## config.mk

```make
export PLATFORM = sky130hd
export DESIGN_NAME = mbd_front
export DESIGN_NICKNAME = d
export VERILOG_FILES = /design/src/hdl/mbd_pkg.sv /design/src/hdl/mbd_front.sv
export SDC_FILE = /design/constraint.sdc
export NUM_CORES = 1
export LEC_CHECK = 0
export BUFFER_PORTS_ARGS = -buffer_cell sky130_fd_sc_hd__buf_2
export CORE_ASPECT_RATIO = 1.1
export CORE_MARGIN = 2
export CORE_UTILIZATION = 49
export DETAILED_ROUTE_END_ITERATION = 12
export HOLD_SLACK_MARGIN = 0.08
export PLACE_DENSITY = 0.95
export SETUP_SLACK_MARGIN = 0.02
export SYNTH_ARGS = -nofsm -noshare
export SYNTH_HDL_FRONTEND = slang
export SYNTH_SLANG_ARGS = --single-unit
```

## constraint.sdc

```tcl
create_clock -name aclk -period 10.96 [get_ports aclk]
set_clock_uncertainty 0.05 [all_clocks]
set_input_delay 2.74 -clock aclk [delete_from_list [all_inputs] [get_ports aclk]]
set_output_delay 2.74 -clock aclk [all_outputs]
set_load 0.05 [all_outputs]
```

## src/hdl/mbd_pkg.sv

```systemverilog
// Shared types and constants of the mipmap box downsampler.
// Used by the top level, the front end and the back end; depends on nothing.
`timescale 1ns / 1ps

package mbd_pkg;

    localparam int CHAN_W  = 24;
    localparam int PAIR_W  = CHAN_W + 1;
    localparam int SUM_W   = CHAN_W + 2;
    localparam int CFG_W   = 4;
    localparam int IDX_W   = 2;
    localparam int ROW_W   = 12;
    localparam int HEIGHT_LOG2_MAX = 12;

    localparam logic [IDX_W-1:0] REG_WIDTH_LOG2  = 2'd0;
    localparam logic [IDX_W-1:0] REG_HEIGHT_LOG2 = 2'd1;
    localparam logic [IDX_W-1:0] REG_WRAP_MODE   = 2'd2;

    localparam logic [1:0] WRAP_BLACK = 2'd2;

    typedef enum logic [1:0] {
        HOP_LEFT   = 2'd0,
        HOP_RIGHT  = 2'd1,
        HOP_SINGLE = 2'd2
    } hop_t;

    typedef enum logic [1:0] {
        VOP_STORE   = 2'd0,
        VOP_COMBINE = 2'd1,
        VOP_SINGLE  = 2'd2
    } vop_t;

    typedef struct packed {
        logic [CHAN_W-1:0] red;
        logic [CHAN_W-1:0] green;
        logic [CHAN_W-1:0] blue;
    } pixel_t;

    typedef struct packed {
        hop_t hop;
        vop_t vop;
        logic black;
        logic last;
    } item_ctrl_t;

endpackage

```

## src/hdl/mbd_front.sv

```systemverilog
// Front end of the mipmap box downsampler: configuration registers, raster
// counters and classification of each accepted item. Depends on mbd_pkg.
`timescale 1ns / 1ps

module mbd_front import mbd_pkg::*; #(
    parameter int MAX_WIDTH = 4096
) (
    input  logic                        aclk,
    input  logic                        aresetn,
    input  logic                        cfg_wr_en,
    input  logic [IDX_W-1:0]            cfg_index,
    input  logic [CFG_W-1:0]            cfg_wr_data,
    input  logic                        s_valid,
    output logic                        s_ready,
    input  logic [CHAN_W-1:0]           s_red_in,
    input  logic [CHAN_W-1:0]           s_green_in,
    input  logic [CHAN_W-1:0]           s_blue_in,
    input  logic                        q_full,
    output logic                        q_push,
    output pixel_t                      q_pixel,
    output item_ctrl_t                  q_ctrl,
    output logic [((MAX_WIDTH/2 > 1) ? $clog2(MAX_WIDTH/2) : 1)-1:0] q_slot
);

    localparam int COL_W      = $clog2(MAX_WIDTH);
    localparam int LINE_DEPTH = MAX_WIDTH / 2;
    localparam int SLOT_W     = (LINE_DEPTH > 1) ? $clog2(LINE_DEPTH) : 1;

    logic [CFG_W-1:0] width_log2_reg;
    logic [CFG_W-1:0] height_log2_reg;
    logic [1:0]       wrap_mode_reg;
    logic [COL_W-1:0] col_reg, col_next;
    logic [ROW_W-1:0] row_reg, row_next;

    logic [CFG_W-1:0] wl_eff;
    logic [CFG_W-1:0] hl_eff;
    logic [COL_W:0]   col_span;
    logic [COL_W-1:0] col_mask;
    logic [ROW_W:0]   row_span;
    logic [ROW_W-1:0] row_mask;
    logic [COL_W-1:0] col_half;
    logic             last_col;
    logic             last_row;
    logic             cfg_hit;

    assign wl_eff = (int'(width_log2_reg) > COL_W) ? CFG_W'(COL_W) : width_log2_reg;
    assign hl_eff = (int'(height_log2_reg) > HEIGHT_LOG2_MAX) ?
                    CFG_W'(HEIGHT_LOG2_MAX) : height_log2_reg;

    assign col_span = (COL_W+1)'(1) << wl_eff;
    assign col_mask = COL_W'(col_span - 1'b1);
    assign row_span = (ROW_W+1)'(1) << hl_eff;
    assign row_mask = ROW_W'(row_span - 1'b1);

    assign last_col = (col_reg == col_mask);
    assign last_row = (row_reg == row_mask);
    assign col_half = col_reg >> 1;

    assign s_ready = !q_full;
    assign q_push  = s_valid && !q_full;

    assign q_pixel.red   = s_red_in;
    assign q_pixel.green = s_green_in;
    assign q_pixel.blue  = s_blue_in;

    always_comb begin
        if (wl_eff == '0) begin
            q_ctrl.hop = HOP_SINGLE;
        end else if (col_reg[0]) begin
            q_ctrl.hop = HOP_RIGHT;
        end else begin
            q_ctrl.hop = HOP_LEFT;
        end
        if (hl_eff == '0) begin
            q_ctrl.vop = VOP_SINGLE;
        end else if (row_reg[0]) begin
            q_ctrl.vop = VOP_COMBINE;
        end else begin
            q_ctrl.vop = VOP_STORE;
        end
        q_ctrl.black = (wrap_mode_reg == WRAP_BLACK);
        q_ctrl.last  = last_col && last_row;
        q_slot = (int'(col_half) >= LINE_DEPTH) ? '0 : SLOT_W'(col_half);
    end

    assign cfg_hit = cfg_wr_en && (cfg_index == REG_WIDTH_LOG2 ||
                     cfg_index == REG_HEIGHT_LOG2 || cfg_index == REG_WRAP_MODE);

    always_comb begin
        col_next = col_reg;
        row_next = row_reg;
        if (cfg_hit) begin
            col_next = '0;
            row_next = '0;
        end else if (q_push) begin
            if (last_col) begin
                col_next = '0;
                row_next = last_row ? '0 : row_reg + 1'b1;
            end else begin
                col_next = col_reg + 1'b1;
            end
        end
    end

    always_ff @(posedge aclk) begin
        if (!aresetn) begin
            width_log2_reg  <= '0;
            height_log2_reg <= '0;
            wrap_mode_reg   <= '0;
            col_reg         <= '0;
            row_reg         <= '0;
        end else begin
            col_reg <= col_next;
            row_reg <= row_next;
            if (cfg_wr_en) begin
                unique case (cfg_index)
                    REG_WIDTH_LOG2:  width_log2_reg  <= cfg_wr_data;
                    REG_HEIGHT_LOG2: height_log2_reg <= cfg_wr_data;
                    REG_WRAP_MODE:   wrap_mode_reg   <= cfg_wr_data[1:0];
                    default: ;
                endcase
            end
        end
    end

endmodule

```

Word-level counts from Yosys, hierarchy flattened
Index checks and enable logic that the tools add are counted.

Register bits after elaboration: 34. Bits of input ports: 83. Output and inout bits: 91. Word-level logic and storage cells: 43.

Add/sub/neg operators: 4. $lt $le $gt $ge: 3. Eq/ne operators: 5. Shift-type cells: 2. Muxes and demuxes: 9. Bitwise operators: 1. Reductions and logical operators: 14.

Operator list (count): adder 12 x 1 -> 12 bit (second input constant) (2); equality test 12 bit (2); two-way mux 12 bit (2); left shift 1 x 4 -> 12 bit (first input constant) (2); subtractor 12 x 1 -> 12 bit (second input constant) (2); greater-or-equal comparator 11 x 12 -> 1 bit (second input constant) (1); two-way mux 11 bit (1); > comparator 4 bit (second input constant) (2); zero test 4 bit (2); two-way mux 4 bit (2); AND reduction 2 bit (4); equality test 2 bit (second input constant) (2); two-way mux 2 bit (2); logical AND 1 bit (3); equality test 2 x 1 -> 1 bit (second input constant) (1); zero test 2 bit (1); logical OR 1 bit (2); two-way mux 1 bit (2); OR reduction 2 bit (1); zero test 1 bit (1); NOT 1 bit (1).

Longest topological paths before layout
Word-level depth: 6. Depth in mapped cells: 15. Gate-level depth less buffers: 11.

Least setup slack after synthesis
OpenSTA, ideal clock, no wires.

Path kind: register -> output. Start point: reg width_log2_reg[3]. End point: out q_ctrl[0] (netlist name). Arrival time: 5007 ps. Data required time: 8170 ps. Setup slack: 3163 ps. Cell stages (with the launch flop): 11. Path buffers: 2. Path through: dfxtp_1 -> buf_2 -> buf_1 -> nor4_1 -> inv_1 -> ha_1 -> or4b_1 -> a21oi_1 -> nor4_1 -> or4_1 -> nor3_1.

RTL lines: from (decl) (RTL line mbd_front.sv:29) `logic [CFG_W-1:0] width_log2_reg;`; from (signal assigned) (RTL line mbd_front.sv:117) `REG_WIDTH_LOG2: width_log2_reg <= cfg_wr_data;`; to (decl) (RTL line mbd_front.sv:21) `output item_ctrl_t q_ctrl,`.

==> results.yml <==
clock_network:
  clock_latency_ns: 0.29
  clkTransAtPathRegs_ns: 0.06
  cts_buffer_depth: 2
  numCtsBuffers: 5
  root_buffer: "clkbuf_8"
  clock_sinks: 34
  cts_resized: 0
  hold_buffers: 0
  postCtsSetupBuffers: 0
  htree_levels: 2
  cts_tree: "built"
yosys:
  yosys.area.top_type: "dfxtp_1"
  synth_cells: 417
  ys_top_cells_by_area: "dfxtp_1 21%, buf_4 20%, xnor2_1 4.4%, mux2i_1 4.1%, nor2_1 3.6%"
  synth_mux_area_frac: 0.04069
  synth.distinct_cells: 63
  syn_avg_cell_area_um2: 7.669
  syn_area_mm2: 0.003198
  ys.flop_type: "dfxtp_1"
  synthArstFlopShare: 0
  ys_ff_latch: 34
  yosysSeqAreaShare: 0.2128
  synth_edf_count: 0
  synthSimpleGateAreaFrac: 0.2645
  synth_fp_nets: 504
  ys_warn_count: 0
  synthAdderAreaFrac: 0.01565
  synth.top_cell.area_share: 0.2128
  synth-xor-area-share: 0.06025
  synth_top_family_by_area: "simple AND/OR/NAND/NOR gates"
  synth_compound_area_frac: 0.1624
floorplanning:
  fp-row-count: 30
  die_area_mm2: 0.007190
  num_io_pins: 174
  start_util: 0.5133
  core_area_mm2: 0.006231
  die_h_um: 88.73
  die_w_um: 81.03
grt:
  grt_pass1_vias: 2226
  grt_pass1_wl_um: 10800
  grt-ovfl-total: 0
  grt_usage: 0.1881
  antenna_found_initial: 0
  grt_max_degree: 28
job:
  drv_cap: 0
power_and_ir_drop:
  power.internal_mw: 0.1967
  vdd.ir_drop.worst_v: 0.00007015
  power_mw: 0.2837
  p_clk_frac: 0.335
  power_leakage_nw: 1.032
  p_per_area_mw_per_mm2: 101.6
  switching_power_mw: 0.08700
  swShare: 0.3066
  seq_power_share: 0.460
  pwr-share-comb: 0.206
worst_setup_path:
  crit_fanout: 27
  critPathKind: "reg2out"
  arrival_ns: 3.65
  cp_common_cell: "nor4_1"
  cp_slowest_cell: "dfxtp_1"
  cp_top_family: "simple AND/OR/NAND/NOR gates"
  path_cells: "nor4_1 > inv_1 > ha_1 > or4b_1 > a21oi_1 > nor4_1 > or4_1 > nor3_1 > buf_2"
  crit_required_ns: 8.17
  crit_buf_inv: 2
  max_stage_delay_ns: 0.56
  end_kind: "output pin"
  start_kind: "flip-flop"
finish:
  drive_above_1_share: 0.1308
  antenna_cells: 0
  nets: 430
  area_growth_pct: -12.68
  layout_common_cells: "34 x dfxtp_1, 31 x nor2_1, 29 x buf_2"
  final_common_cell: "dfxtp_1"
  fillers: 618
  fin_area_mm2: 0.002793
sta:
  slew_headroom: 0.4377
  slew_violations: 0
  fin_ws_ns: 4.522
  setup_violations: 0
  tightestPinTransition_ns: 0.8416
  period_needed_ns: 6.438
  fin_crit_sh: 0.5874
  hold_viol: 0
  rsz0062_at_grt: "no"
  fin_setup_tns_ns: 0
  max_freq_ghz: 0.1553
hold_path:
  hold_path_class: "reg2reg"
detailed_routing:
  postRouteAntennaNets: 0
  wl_um: 6631
  viasPerCell: 5.936
  drtIter0Drc: 168
  avgRoutedWirePerCell_um: 15.64
  num_vias: 2517
  drc: 0
  drt_pass1_iterations: 4
status:
  status: "completed"
placed_design:
  pre_cts_slack_ns: 4.613
  dp_hpwl_um: 4870
  placed_area_mm2: 0.002701
  io_buffers: 29
  place_congestion: 0.8748
[final timing paths]
path / start / end / slack [ns] / cells after the start
worst max-delay path: width_log2_reg[3] / q_ctrl[0] / 4.52 / 9
worst max register to register: width_log2_reg[3] / col_reg[2] / 7.22 / 10
worst min-delay path: wrap_mode_reg[1] / wrap_mode_reg[1] / 0.47 / 2
worst min register to register: wrap_mode_reg[1] / wrap_mode_reg[1] / 0.47 / 2
[Yosys cell counts, drive strengths merged (2+ instances only)]
library cell   n
buf           96
dfxtp         34
nor2          31
nand2         28
a21oi         18
nor2b         18
xnor2         16
clkbuf        14
nand3         14
mux2i         13
nor3          13
o21ai         10
inv            9
nand4          9
and3           6
xor2           6
a22oi          5
o21a           5
a32oi          4
ha             4
nand2b         4
o41ai          4
nand3b         3
nor4           3
or2            3
or3            3
or3b           3
or4            3
a21boi         2
a31oi          2
and2           2
and3b          2
nand4b         2
nor4b          2
o2111ai        2
o211ai         2
o221a          2
o311ai         2
[metrics by stage]
step           instances  hold WS, ns    util
2_1_floorplan        417       0.4276       -
3_3_place_gp         416       0.4437  0.4335
3_5_place_dp         416       0.4658  0.4335
4_1_cts              424       0.4799  0.4482
5_1_grt              424       0.5193  0.4482
6_report             424       0.4683  0.4482
[final cells by class]
cell class / instances / area [um2] / share of cell area
Multi-Input combinational cell: 263 / 1738 / 0.6223
Sequential cell: 34 / 680.7 / 0.2437
Timing Repair Buffer: 29 / 145.1 / 0.05197
Tap cell: 80 / 100.1 / 0.03584
Clock buffer: 7 / 86.33 / 0.03091
Inverter: 10 / 37.54 / 0.01344
Clock inverter: 1 / 5.005 / 0.001792
[worst min-delay path, delay by kind of cell, from the launching register on]
kind,cells,cell delay (ns)
flip-flops,1,0.32
multiplexers,1,0.07
AND/OR/NAND/NOR,1,0.10
[power groups by stage]
stage	registers [mW]	clock network, mW	logic, mW
6_report	0.130	0.0949	0.0584
5_1_grt	0.131	0.103	0.0647
4_1_cts	0.130	0.0979	0.0582
3_5_place_dp	0.133	0	0.0580
3_3_place_gp	0.133	0	0.0557
2_1_floorplan	0.129	0	0.122
[logic make-up after synthesis]
kind of cell / after synthesis
AO/OA/AOI/OAI: 70
XOR/XNOR: 22
adder cells (fa/ha/maj): 4
multiplexers: 13
flip-flops: 34
AND/OR/NAND/NOR: 154
buffers and inverters: 120
[per-layer routing]
metal  part of all wire  track usage
met1               0.42       0.2359
met2               0.47       0.2915
met3              0.079      0.04388
met4              0.036       0.1156
met5                  0            0
Note: power is estimated with default switching activity, not from simulation.
