--- src/hdl/mbd_queue.sv ---
// Two-entry item queue between the front end and the back end.
// Depends on nothing but its data width.
`timescale 1ns / 1ps

module mbd_queue #(
    parameter int DATA_W = 8
) (
    input  logic              aclk,
    input  logic              aresetn,
    input  logic              wr_en,
    input  logic [DATA_W-1:0] wr_data,
    output logic              full,
    input  logic              rd_en,
    output logic              rd_valid,
    output logic [DATA_W-1:0] rd_data
);

    logic [DATA_W-1:0] store_reg [2];
    logic              wr_ptr_reg;
    logic              rd_ptr_reg;
    logic [1:0]        count_reg, count_next;
    logic              push;
    logic              pop;

    assign full     = (count_reg == 2'd2);
    assign rd_valid = (count_reg != 2'd0);
    assign rd_data  = store_reg[rd_ptr_reg];
    assign push     = wr_en && !full;
    assign pop      = rd_en && rd_valid;

    always_comb begin
        count_next = count_reg;
        if (push && !pop) begin
            count_next = count_reg + 2'd1;
        end else if (pop && !push) begin
            count_next = count_reg - 2'd1;
        end
    end

    always_ff @(posedge aclk) begin
        if (!aresetn) begin
            wr_ptr_reg <= 1'b0;
            rd_ptr_reg <= 1'b0;
            count_reg  <= 2'd0;
        end else begin
            count_reg <= count_next;
            if (push) begin
                wr_ptr_reg <= !wr_ptr_reg;
            end
            if (pop) begin
                rd_ptr_reg <= !rd_ptr_reg;
            end
        end
    end

    always_ff @(posedge aclk) begin
        if (push) begin
            store_reg[wr_ptr_reg] <= wr_data;
        end
    end

`ifndef ASSERT_OFF
    a_count_bound: assert property (@(posedge aclk) disable iff (!aresetn)
        count_reg != 2'd3)
        else $error("item queue count out of range");

    a_count_grow: assert property (@(posedge aclk) disable iff (!aresetn)
        (push && !pop) |=> (count_reg == $past(count_reg) + 2'd1))
        else $error("item queue lost a pushed item");
`endif

endmodule

--- config.mk ---
export PLATFORM = sky130hd
export DESIGN_NAME = mbd_queue
export DESIGN_NICKNAME = d
export VERILOG_FILES = /design/src/hdl/mbd_queue.sv
export SDC_FILE = /design/constraint.sdc
export NUM_CORES = 1
export LEC_CHECK = 0
export ABC_AREA = 1
export BUFFER_PORTS_ARGS = -buffer_cell sky130_fd_sc_hd__clkbuf_2
export CAP_MARGIN = 20
export CORE_MARGIN = 5
export CORE_UTILIZATION = 49
export DETAILED_ROUTE_END_ITERATION = 7
export PLACE_DENSITY_LB_ADDON = 0.25
export REMOVE_ABC_BUFFERS = 1
export SETUP_SLACK_MARGIN = 0.5
export SLEW_MARGIN = 20
export SYNTH_ARGS = -nofsm -noshare
export SYNTH_HDL_FRONTEND = slang
export SYNTH_SLANG_ARGS = --single-unit
--- constraint.sdc ---
create_clock -name aclk -period 1.38 [get_ports aclk]
set_input_delay 0.138 -clock aclk [delete_from_list [all_inputs] [get_ports aclk]]
set_output_delay 0.138 -clock aclk [all_outputs]
set_load 0.1 [all_outputs]
; After elaboration in Yosys (flattened, before gate mapping)
; Memories as Yosys holds them, arrays and structs flattened. A register that Yosys moved wholly into a read port is not among the register bits.
; Cells that the tools add are included.
[op_classes]
n_addsub = 2
eq_ne = 1
mux = 6
reduce_logical = 11
[ops]
columns = operator, count
row1 = $logic_not A1 Y1, 5
row2 = $logic_and A1 B1 Y1, 4
row3 = $mux W1, 4
row4 = $mux W2, 2
row5 = $reduce_bool A2 Y1, 2
row6 = $add A2 B1 Y2 const B, 1
row7 = $eq A2 B2 Y1 const B, 1
row8 = $sub A2 B1 Y2 const B, 1
[totals]
register_bits = 4
ramBits = 16
inputBits = 12
output_inout_bits = 10
wordCells = 24
n_memories = 1
[mem_list]
columns = name, depth, word_bits, read_ports, rd_clocked_by_memory_dff, write_ports, line_no
row1 = store_reg, 2, 8, 1, 1, 1, 18  ; logic [DATA_W-1:0] store_reg [2];

; Longest topological paths before layout
; Gate-level depths: netlist (run 1).
[logic_depth]
word_depth = 7
depth_mapped = 10
depth_no_buf = 10

; Worst setup path before layout (run 1)
; Ideal clock, no wire load.
[synth_path]
path_kind = register to output
from = reg count_reg[1]
to = out full
arrival_time_ns = 1.658
t_required_ns = 1.242
slack_ns = -0.416
path_stages_with_launch = 3
path_buffers = 0
path_cell_list = dfxtp_1 -> inv_1 -> nor2_1
[synth_between]
elab_chain_cells = 1
[synth_lines]
columns = element, line_no
row1 = from (decl), 21  ; logic [1:0] count_reg, count_next;
row2 = from (signal assigned), 46  ; count_reg <= count_next;
row3 = $eq A2 B2 Y1, 25  ; assign full = (count_reg == 2'd2);
row4 = to (decl), 12  ; output logic full,
; Every way passes these cells.

==> flow_metrics.py, run 1 <==
metrics = {
    "setup_path": {
        "slowest_stage": "dfxtp_4",
        "cp_slowest_stage_delay_ps": 460,
        "cp-end-kind": "output port",
        "worst_ep_required_time_ps": 1240,
        "timing.critical_path.from_type": "flop",
        "cp_max_fo": 8,
        "r2r_slack_ps": 80,
        "worstSetupPathType": "flop to output port",
        "crit_end": "rd_data[2]",
        "r2r_cells": 9,
        "crit_arrival_ps": 1270,
        "crit_chain": "mux2_4 -> buf_12",
        "worst_r2r_startpoint": "count_reg[1]$_SDFFE_PN0P_",
        "timing.rr.end": "count_reg[1]$_SDFFE_PN0P_",
    },
    "finish": {
        "nets": 111,
        "drive_gt1_frac": 0.680,
        "fin_cells": 113,
        "fin_util": 0.891,
        "syn_to_final_growth_pct": 68.4,
        "antennaDiodeCount": 0,
        "largest_reg_flops": 16,
    },
    "hold_path": {
        "hold_path.class": "input port to flop",
        "hp-start": "wr_data[5]",
        "hold_depth": 1,
    },
    "synth": {
        "yosysWarnings": 0,
        "synthMuxAreaShare": 0.109,
        "synth_ff_type": "edfxtp_1",
        "synth-async-reset-ratio": 0,
        "syn_inst": 62,
        "synth_common_cells": "edfxtp_1 (16), nor2_1 (9), mux2_2 (8), inv_1 (7), nand2_1 (6)",
        "yosysSeqAreaShare": 0.704,
        "synthAdderAreaFrac": 0.0152,
        "synth_compound_area_frac": 0.0395,
        "syn_area_um2": 825,
        "syn_avg_cell_area_um2": 13.3,
        "synth_top_area_frac": 0.583,
        "ys_seq_elements": 21,
        "synthSimpleGateAreaFrac": 0.0895,
        "synth_area_leaders": "edfxtp_1 (58%), dfxtp_1 (12%), mux2_2 (11%)",
        "synth.distinct_cells": 16,
        "yosysMostFrequentCell": "edfxtp_1",
        "yosysTopAreaCell": "edfxtp_1",
        "synth-xor-area-share": 0,
        "synth_top_family_by_area": "multiplexers",
        "synth_edf_count": 16,
    },
    "global_route": {
        "grtUsageMet1": 0.211,
        "grt_pass1_vias": 677,
        "grt_most_used_layer": "met2",
        "track_usage": 0.173,
        "overflow": 0,
        "grt_antenna_before_repair": 0,
        "use_met2": 0.300,
        "grt_max_degree": 12,
        "grt_pass1_wl_mm": 3.26,
        "grtUsageMet3": 0.0262,
    },
    "timing": {
        "layout_setup_ws_ps": -31.7,
        "tightest_slew_ps": 267,
        "setup_viol": 8,
        "slew_violations": 0,
        "fin_crit_sh": 1.02,
        "min_period_ps": 1410,
        "rsz0062_at_grt": "true",
        "finalSetupTns_ps": -218,
        "timing.hold.ws_ps": 16.1,
        "slew_headroom": 0.822,
        "hold_viol": 0,
        "fmax_mhz": 708,
        "clock_skew_ps": 2.35,
    },
    "power_and_ir_drop": {
        "p_leak_nw": 0.575,
        "internal_power_mw": 1.82,
        "clkPwrFrac": 0.087,
        "irDropWorstVdd_mv": 2.14,
        "p_sw_mw": 1.56,
        "switching_share": 0.461,
        "p_comb_frac": 0.626,
        "seq_power_share": 0.288,
        "p_per_area_mw_per_mm2": 2430,
        "power_mw": 3.38,
    },
    "route": {
        "wire_per_inst_um": 18.3,
        "drtPass1Iterations": 5,
        "drc_errors": 0,
        "via_per_inst": 5.35,
        "num_vias": 605,
        "drt_wl_total_mm": 2.06,
        "drtIter0Drc": 14,
        "drtAntennaViolNets": 0,
    },
    "clocking": {
        "clk_latency_ps": 310,
        "tritoncts": "built",
        "ctsHoldBuffers": 0,
        "cts-htree-levels": 1,
        "cts_buffers": 3,
        "cts_root_buffer": "clkbuf_4",
        "clock_sinks": 21,
        "clk_path_buf_depth": 2,
        "cts.clk_slew.worst_paths_ps": 110,
    },
    "placement": {
        "gp_congestion": 0.701,
        "place_inst": 101,
        "io_buffers": 21,
        "hpwl_mm": 1.15,
    },
    "floorplan": {
        "rows": 14,
        "core-area_mm2": 0.00156,
        "ios": 22,
        "die_area_mm2": 0.00260,
        "die_w_um": 51.0,
        "dieHeight_um": 51.0,
        "start_util": 0.529,
    },
    "outcome": {
        "run_status": "finished, violations left",
        "violations": "negative setup slack",
    },
    "run": {
        "max_cap_violations": 0,
    },
}
[cell type report]
cell class                 count  area (um^2)
fill                          60          170
tap                           16         20.0
sequential                    21          592
multi-input combinational     32          324
clock buffer                   4         26.3
timing repair buffer          32          384
inverter                       8         42.5
[power groups by stage]
stage | sequential, mW | combinational, mW | clock (mW)
3_3_place_gp | 0.894 | 1.57 | 0
3_5_place_dp | 0.904 | 1.61 | 0
2_1_floorplan | 0.882 | 1.04 | 0
5_1_grt | 0.988 | 2.19 | 0.326
6_report | 0.972 | 2.11 | 0.293
4_1_cts | 0.955 | 1.96 | 0.295
[critical path, delay by kind of cell, from the launching register on]
family | cells | cell delay, ps
flops | 1 | 460
mux | 1 | 340
buf+inv | 1 | 170
[through the flow]
step	setup slack (ps)	area, um^2
after CTS	-32.3	1340
after floorplan	-416	820
after detailed placement	-66.7	1120
final	-31.7	1390
after global placement	23.1	1120
after global routing	-72.0	1390
[worst min path at each step]
| stage | end | slack (ps) |
|---|---|---|
| after floorplan | store_reg[0][0]$_DFFE_PP_ | 240 |
| after global placement | store_reg[1][5]$_DFFE_PP_ | 330 |
| after detailed placement | store_reg[0][5]$_DFFE_PP_ | 330 |
| after CTS | store_reg[1][3]$_DFFE_PP_ | 10 |
| after global routing | store_reg[0][0]$_DFFE_PP_ | 10 |
| final | store_reg[1][5]$_DFFE_PP_ | 20 |
[timing repair]
item / CTS / global route
resized for setup: 43 / 10
buffers inserted: 5 / 3
pin swaps: 10 / 8
setup endpoints to repair: 31 / 31
hold endpoints to repair: 0 / 0
[kinds of logic (layout without fill, tap and decap cells)]
logic type      after synthesis  count (layout)
compound gates                5               5
fa+ha+maj                     1               1
buf+inv                       9              44
flops                        21              21
mux                           8               8
simple gates                 18              18
[per-layer routing]
metal,up-vias,part of all wire
met1,290,0.41
met5,-,0
met4,0,0.025
li1,283,-
met3,7,0.040
met2,25,0.53
[cell usage in the layout (no fill, tap or decap)]
cell and n:
nor2_2 1, edfxtp_1 16, o21ai_4 1, nand2_1 4
clkbuf_4 3, clkbuf_2 11, ha_4 1, nor2_1 3
buf_6 9, o21ai_2 1, o21a_4 1, clkbuf_1 1
a21oi_1 1, dfxtp_1 2, buf_12 11, nand2_4 1
inv_6 1, mux2_4 8, inv_4 3, nand3_2 1
inv_2 2, nor2_4 5, inv_1 2, nand4_1 1
dfxtp_4 3, nand2_2 2, buf_4 1, o21ai_0 1
(Power assumes the default switching activity.)
==> run 2, diff against run 1 <==
--- a/config.mk
+++ b/config.mk
@@ -9,8 +9,10 @@
 export BUFFER_PORTS_ARGS = -buffer_cell sky130_fd_sc_hd__clkbuf_2
 export CAP_MARGIN = 20
 export CORE_MARGIN = 5
-export CORE_UTILIZATION = 49
+export CORE_UTILIZATION = 52
+export CTS_BUF_LIST = sky130_fd_sc_hd__clkbuf_4 sky130_fd_sc_hd__clkbuf_8
 export DETAILED_ROUTE_END_ITERATION = 7
+export MAX_ROUTING_LAYER = met4
 export PLACE_DENSITY_LB_ADDON = 0.25
 export REMOVE_ABC_BUFFERS = 1
 export SETUP_SLACK_MARGIN = 0.5
==> flow_metrics.py, run 2 (synthesis gave the netlist of run 1 again) <==
metrics = {
    "clocking": {
        "clk_path_buf_depth": 2,
        "cts_buffers": 3,
        "clk_latency_ps": 320,
        "cts-htree-levels": 1,
        "cts_root_buffer": "clkbuf_4",
        "cts.clk_slew.worst_paths_ps": 120,
        "clock_sinks": 21,
        "ctsHoldBuffers": 0,
        "tritoncts": "built",
    },
    "power_and_ir_drop": {
        "p_per_area_mw_per_mm2": 2450,
        "irDropWorstVdd_mv": 2.01,
        "p_leak_nw": 0.602,
    },
    "finish": {
        "fin_util": 0.953,
        "antennaDiodeCount": 0,
        "nFillCells": 40,
        "drive_gt1_frac": 0.709,
        "final_common_cell": "edfxtp_1",
        "layout_common_cells": "edfxtp_1 (16), buf_6 (13), clkbuf_2 (11)",
        "syn_to_final_growth_pct": 74.1,
        "largest_reg_flops": 16,
        "fin_cells": 119,
        "nets": 117,
    },
    "setup_path": {
        "worst_ep_required_time_ps": 1240,
        "crit_arrival_ps": 1300,
        "timing.critical_path.from_type": "flop",
        "cp-end-kind": "output port",
        "worstSetupPathType": "flop to output port",
        "cp_max_fo": 8,
    },
    "global_route": {
        "overflow": 0,
        "track_usage": 0.199,
        "grt_pass1_wl_mm": 3.51,
        "grt_pass1_vias": 655,
        "grt_max_degree": 13,
        "grt_antenna_before_repair": 0,
    },
    "run": {
        "max_cap_violations": 0,
    },
    "timing": {
        "fin_crit_sh": 1.04,
        "fmax_mhz": 694,
        "clock_skew_ps": 1.54,
        "min_period_ps": 1440,
        "setup_viol": 10,
        "tightest_slew_ps": 253,
        "slew_violations": 0,
        "layout_setup_ws_ps": -61.6,
        "timing.hold.ws_ps": -0.522,
        "finalSetupTns_ps": -481,
        "slew_headroom": 0.831,
        "rsz0062_at_grt": "true",
        "hold_viol": 2,
    },
    "hold_path": {
        "hold_path.class": "input port to flop",
    },
    "route": {
        "drt_wl_total_mm": 2.57,
        "drtAntennaViolNets": 0,
        "wire_per_inst_um": 21.6,
        "drc_errors": 0,
        "drtIter0Drc": 42,
        "via_per_inst": 5.56,
        "num_vias": 662,
        "drtPass1Iterations": 4,
    },
    "outcome": {
        "violations": "negative hold slack, negative setup slack",
        "run_status": "finished, violations left",
    },
    "floorplan": {
        "core-area_mm2": 0.00151,
        "die_area_mm2": 0.00248,
        "dieHeight_um": 49.8,
        "die_w_um": 49.8,
        "ios": 22,
        "rows": 14,
        "start_util": 0.547,
    },
    "placement": {
        "hpwl_mm": 1.12,
        "place_inst": 103,
        "io_buffers": 21,
        "gp_congestion": 0.720,
    },
}
-- run 2: cell types whose count changed in the layout (fill, tap and decap cells not counted), sizes merged --
| cell | previous run | this run |
|---|---|---|
| clkinv | 0 | 2 |
| clkbuf | 15 | 14 |
| buf | 21 | 27 |
| inv | 8 | 7 |
-- run 2: metal layers --
layer	routed length, um	part of all wire	vias up	GRT usage
li1	-	-	296	-
met1	928	0.36	314	0.215
met2	1350	0.52	37	0.354
met3	201	0.078	15	0.0572
met4	91	0.035	0	0.0524
met5	0	0	-	-
-- run 2: cell type report --
class	count	area, um^2	area share
Multi-Input combinational cell	32	324	0.226
Clock inverter	1	5.00	0.00349
Tap cell	16	20.0	0.0139
Inverter	8	40.0	0.0279
Timing Repair Buffer	38	432	0.301
Sequential cell	21	592	0.412
Clock buffer	3	22.5	0.0157
-- run 2: critical path, stage by stage (launching register included) --
cell	delay, ps
dfxtp_4	470
mux2_4	340
buf_12	170
-- run 2: worst paths after layout --
check | from | endpoint | slack (ps) | cells after the start
max | flop | rd_data[1] | -60 | 2
min | wr_data[1] | store_reg[1][1]$_DFFE_PP_ | -0.5 | 1
min reg2reg | wr_ptr_reg$_SDFFE_PN0N_ | wr_ptr_reg$_SDFFE_PN0N_ | 580 | 2
max reg2reg | count_reg[1]$_SDFFE_PN0P_ | count_reg[0]$_SDFFE_PN0P_ | -30 | 8
-- run 2: metrics by stage --
stage	worst slack, ps	hold WS, ps	total power, mW	cell area, um^2
floorplan	-416	237	1.92	820
global placement	41.4	328	2.50	1130
detailed placement	-80.7	331	2.54	1130
CTS	-31.3	15.8	3.28	1380
global route	-94.8	-1.84	3.61	1440
finish	-61.6	-0.522	3.51	1440
-- run 2: timing repair --
action,CTS,global route
setup endpoints to repair,31,31
pin swaps,8,11
buffers inserted,9,3
resized for setup,47,10
-- run 2: power breakdown --
| part | switching [mW] | total (mW) | internal, mW |
|---|---|---|---|
| sequential | 0.133 | 0.962 | 0.829 |
| clock | 0.206 | 0.315 | 0.109 |
| combinational | 1.30 | 2.24 | 0.940 |
| total | 1.64 | 3.51 | 1.88 |
==> run 3, diff against run 2 <==
--- a/config.mk
+++ b/config.mk
@@ -12,7 +12,6 @@
 export CORE_UTILIZATION = 52
 export CTS_BUF_LIST = sky130_fd_sc_hd__clkbuf_4 sky130_fd_sc_hd__clkbuf_8
 export DETAILED_ROUTE_END_ITERATION = 7
-export MAX_ROUTING_LAYER = met4
 export PLACE_DENSITY_LB_ADDON = 0.25
 export REMOVE_ABC_BUFFERS = 1
 export SETUP_SLACK_MARGIN = 0.5
==> flow_metrics.py, run 3 (synthesis gave the netlist of run 1 again) <==
metrics = {
    "floorplan": {
        "start_util": 0.547,
        "die_area_mm2": 0.00248,
        "rows": 14,
        "die_w_um": 49.8,
        "core-area_mm2": 0.00151,
        "ios": 22,
        "dieHeight_um": 49.8,
    },
    "finish": {
        "drive_gt1_frac": 0.709,
        "fin_util": 0.953,
        "fin_cells": 119,
        "fin_area_mm2": 0.00144,
        "layout_common_cells": "edfxtp_1 (16), buf_6 (13), clkbuf_2 (11)",
        "nets": 117,
        "nFillCells": 40,
        "largest_reg_flops": 16,
        "antennaDiodeCount": 0,
        "final_common_cell": "edfxtp_1",
        "syn_to_final_growth_pct": 74.1,
    },
    "timing": {
        "min_period_ps": 1440,
        "slew_violations": 0,
        "fin_crit_sh": 1.04,
        "rsz0062_at_grt": "true",
        "tightest_slew_ps": 266,
        "layout_setup_ws_ps": -58.0,
        "setup_viol": 10,
        "hold_viol": 0,
        "finalSetupTns_ps": -441,
        "slew_headroom": 0.822,
        "clock_skew_ps": 4.72,
        "fmax_mhz": 695,
    },
    "power_and_ir_drop": {
        "switching_share": 0.465,
        "p_comb_frac": 0.637,
        "internal_power_mw": 1.88,
        "irDropWorstVdd_mv": 2.00,
        "p_leak_nw": 0.602,
        "p_sw_mw": 1.64,
        "seq_power_share": 0.274,
        "p_per_area_mw_per_mm2": 2450,
        "clkPwrFrac": 0.089,
    },
    "clocking": {
        "cts.clk_slew.worst_paths_ps": 130,
        "ctsHoldBuffers": 0,
        "cts-htree-levels": 1,
        "clk_latency_ps": 320,
        "clk_path_buf_depth": 2,
        "tritoncts": "built",
        "cts_root_buffer": "clkbuf_4",
        "cts_buffers": 3,
        "clock_sinks": 21,
    },
    "placement": {
        "place_area_mm2": 0.00113,
        "hpwl_mm": 1.12,
        "gp_congestion": 0.712,
        "io_buffers": 21,
        "pre_cts_slack_ps": -80.7,
        "place_inst": 103,
    },
    "setup_path": {
        "slowest_stage": "dfxtp_4",
        "cp_slowest_stage_delay_ps": 470,
        "crit_chain": "mux2_4 -> buf_12",
        "crit_arrival_ps": 1300,
        "cp-end-kind": "output port",
        "worst_ep_required_time_ps": 1240,
        "cpLargestDelayFamily": "flip-flops",
        "timing.critical_path.from_type": "flop",
        "worstSetupPathType": "flop to output port",
        "cp_max_fo": 8,
        "path_buf_inv": 1,
    },
    "global_route": {
        "overflow": 0,
        "grt_pass1_vias": 655,
        "track_usage": 0.194,
        "grt_antenna_before_repair": 0,
        "grt_max_degree": 13,
        "grt_pass1_wl_mm": 3.51,
    },
    "route": {
        "num_vias": 667,
        "drt_wl_total_mm": 2.62,
        "drc_errors": 0,
        "via_per_inst": 5.61,
        "drtPass1Iterations": 4,
        "drtIter0Drc": 21,
        "drtAntennaViolNets": 0,
        "wire_per_inst_um": 22.0,
    },
    "run": {
        "max_cap_violations": 0,
    },
    "outcome": {
        "run_status": "finished, violations left",
        "violations": "negative setup slack",
    },
    "hold_path": {
        "hold_path.class": "input port to flop",
    },
}
## run 3: stage by stage
stage / total power [mW] / hold WS [ps]
2_1_floorplan: 1.92 / 237
3_3_place_gp: 2.50 / 328
3_5_place_dp: 2.54 / 331
4_1_cts: 3.28 / 15.8
5_1_grt: 3.61 / -1.83
6_report: 3.51 / 3.23
## run 3: cell type report
| cell class | count | area, um^2 | area share |
|---|---|---|---|
| Sequential cell | 21 | 592 | 0.412 |
| Timing Repair Buffer | 38 | 432 | 0.301 |
| Multi-Input combinational cell | 32 | 324 | 0.226 |
| Inverter | 8 | 40.0 | 0.0279 |
| Clock buffer | 3 | 22.5 | 0.0157 |
| Tap cell | 16 | 20.0 | 0.0139 |
| Clock inverter | 1 | 5.00 | 0.00349 |
## run 3: timing repair
item	in CTS	in global routing
pin swaps	8	11
endpoints found under the setup margin	31	31
setup buffers	9	3
gates resized for setup	47	10
## run 3: path summary, 6_finish.rpt
kind,startpoint,to,slack [ps],depth (start not counted)
setup / recovery,flop,rd_data[1],-60,2
hold / removal,wr_data[1],store_reg[0][1]$_DFFE_PP_,3,1
setup reg to reg,count_reg[1]$_SDFFE_PN0P_,count_reg[0]$_SDFFE_PN0P_,-40,8
hold reg to reg,wr_ptr_reg$_SDFFE_PN0N_,wr_ptr_reg$_SDFFE_PN0N_,590,2
## run 3: layer usage
metal	global-route usage	wire, um	share of wire	vias to the layer above
met5	0	0	0	-
met4	0.0524	57	0.022	0
met3	0.0572	210	0.080	6
met2	0.354	1380	0.53	45
met1	0.215	970	0.37	320
li1	-	-	-	296
## run 3: power by group through the flow
| stage | registers [mW] | logic (mW) | clock network (mW) |
|---|---|---|---|
| 6_report | 0.962 | 2.24 | 0.313 |
| 3_3_place_gp | 0.891 | 1.61 | 0 |
| 5_1_grt | 0.975 | 2.30 | 0.334 |
| 4_1_cts | 0.945 | 2.04 | 0.294 |
| 3_5_place_dp | 0.903 | 1.63 | 0 |
| 2_1_floorplan | 0.882 | 1.04 | 0 |
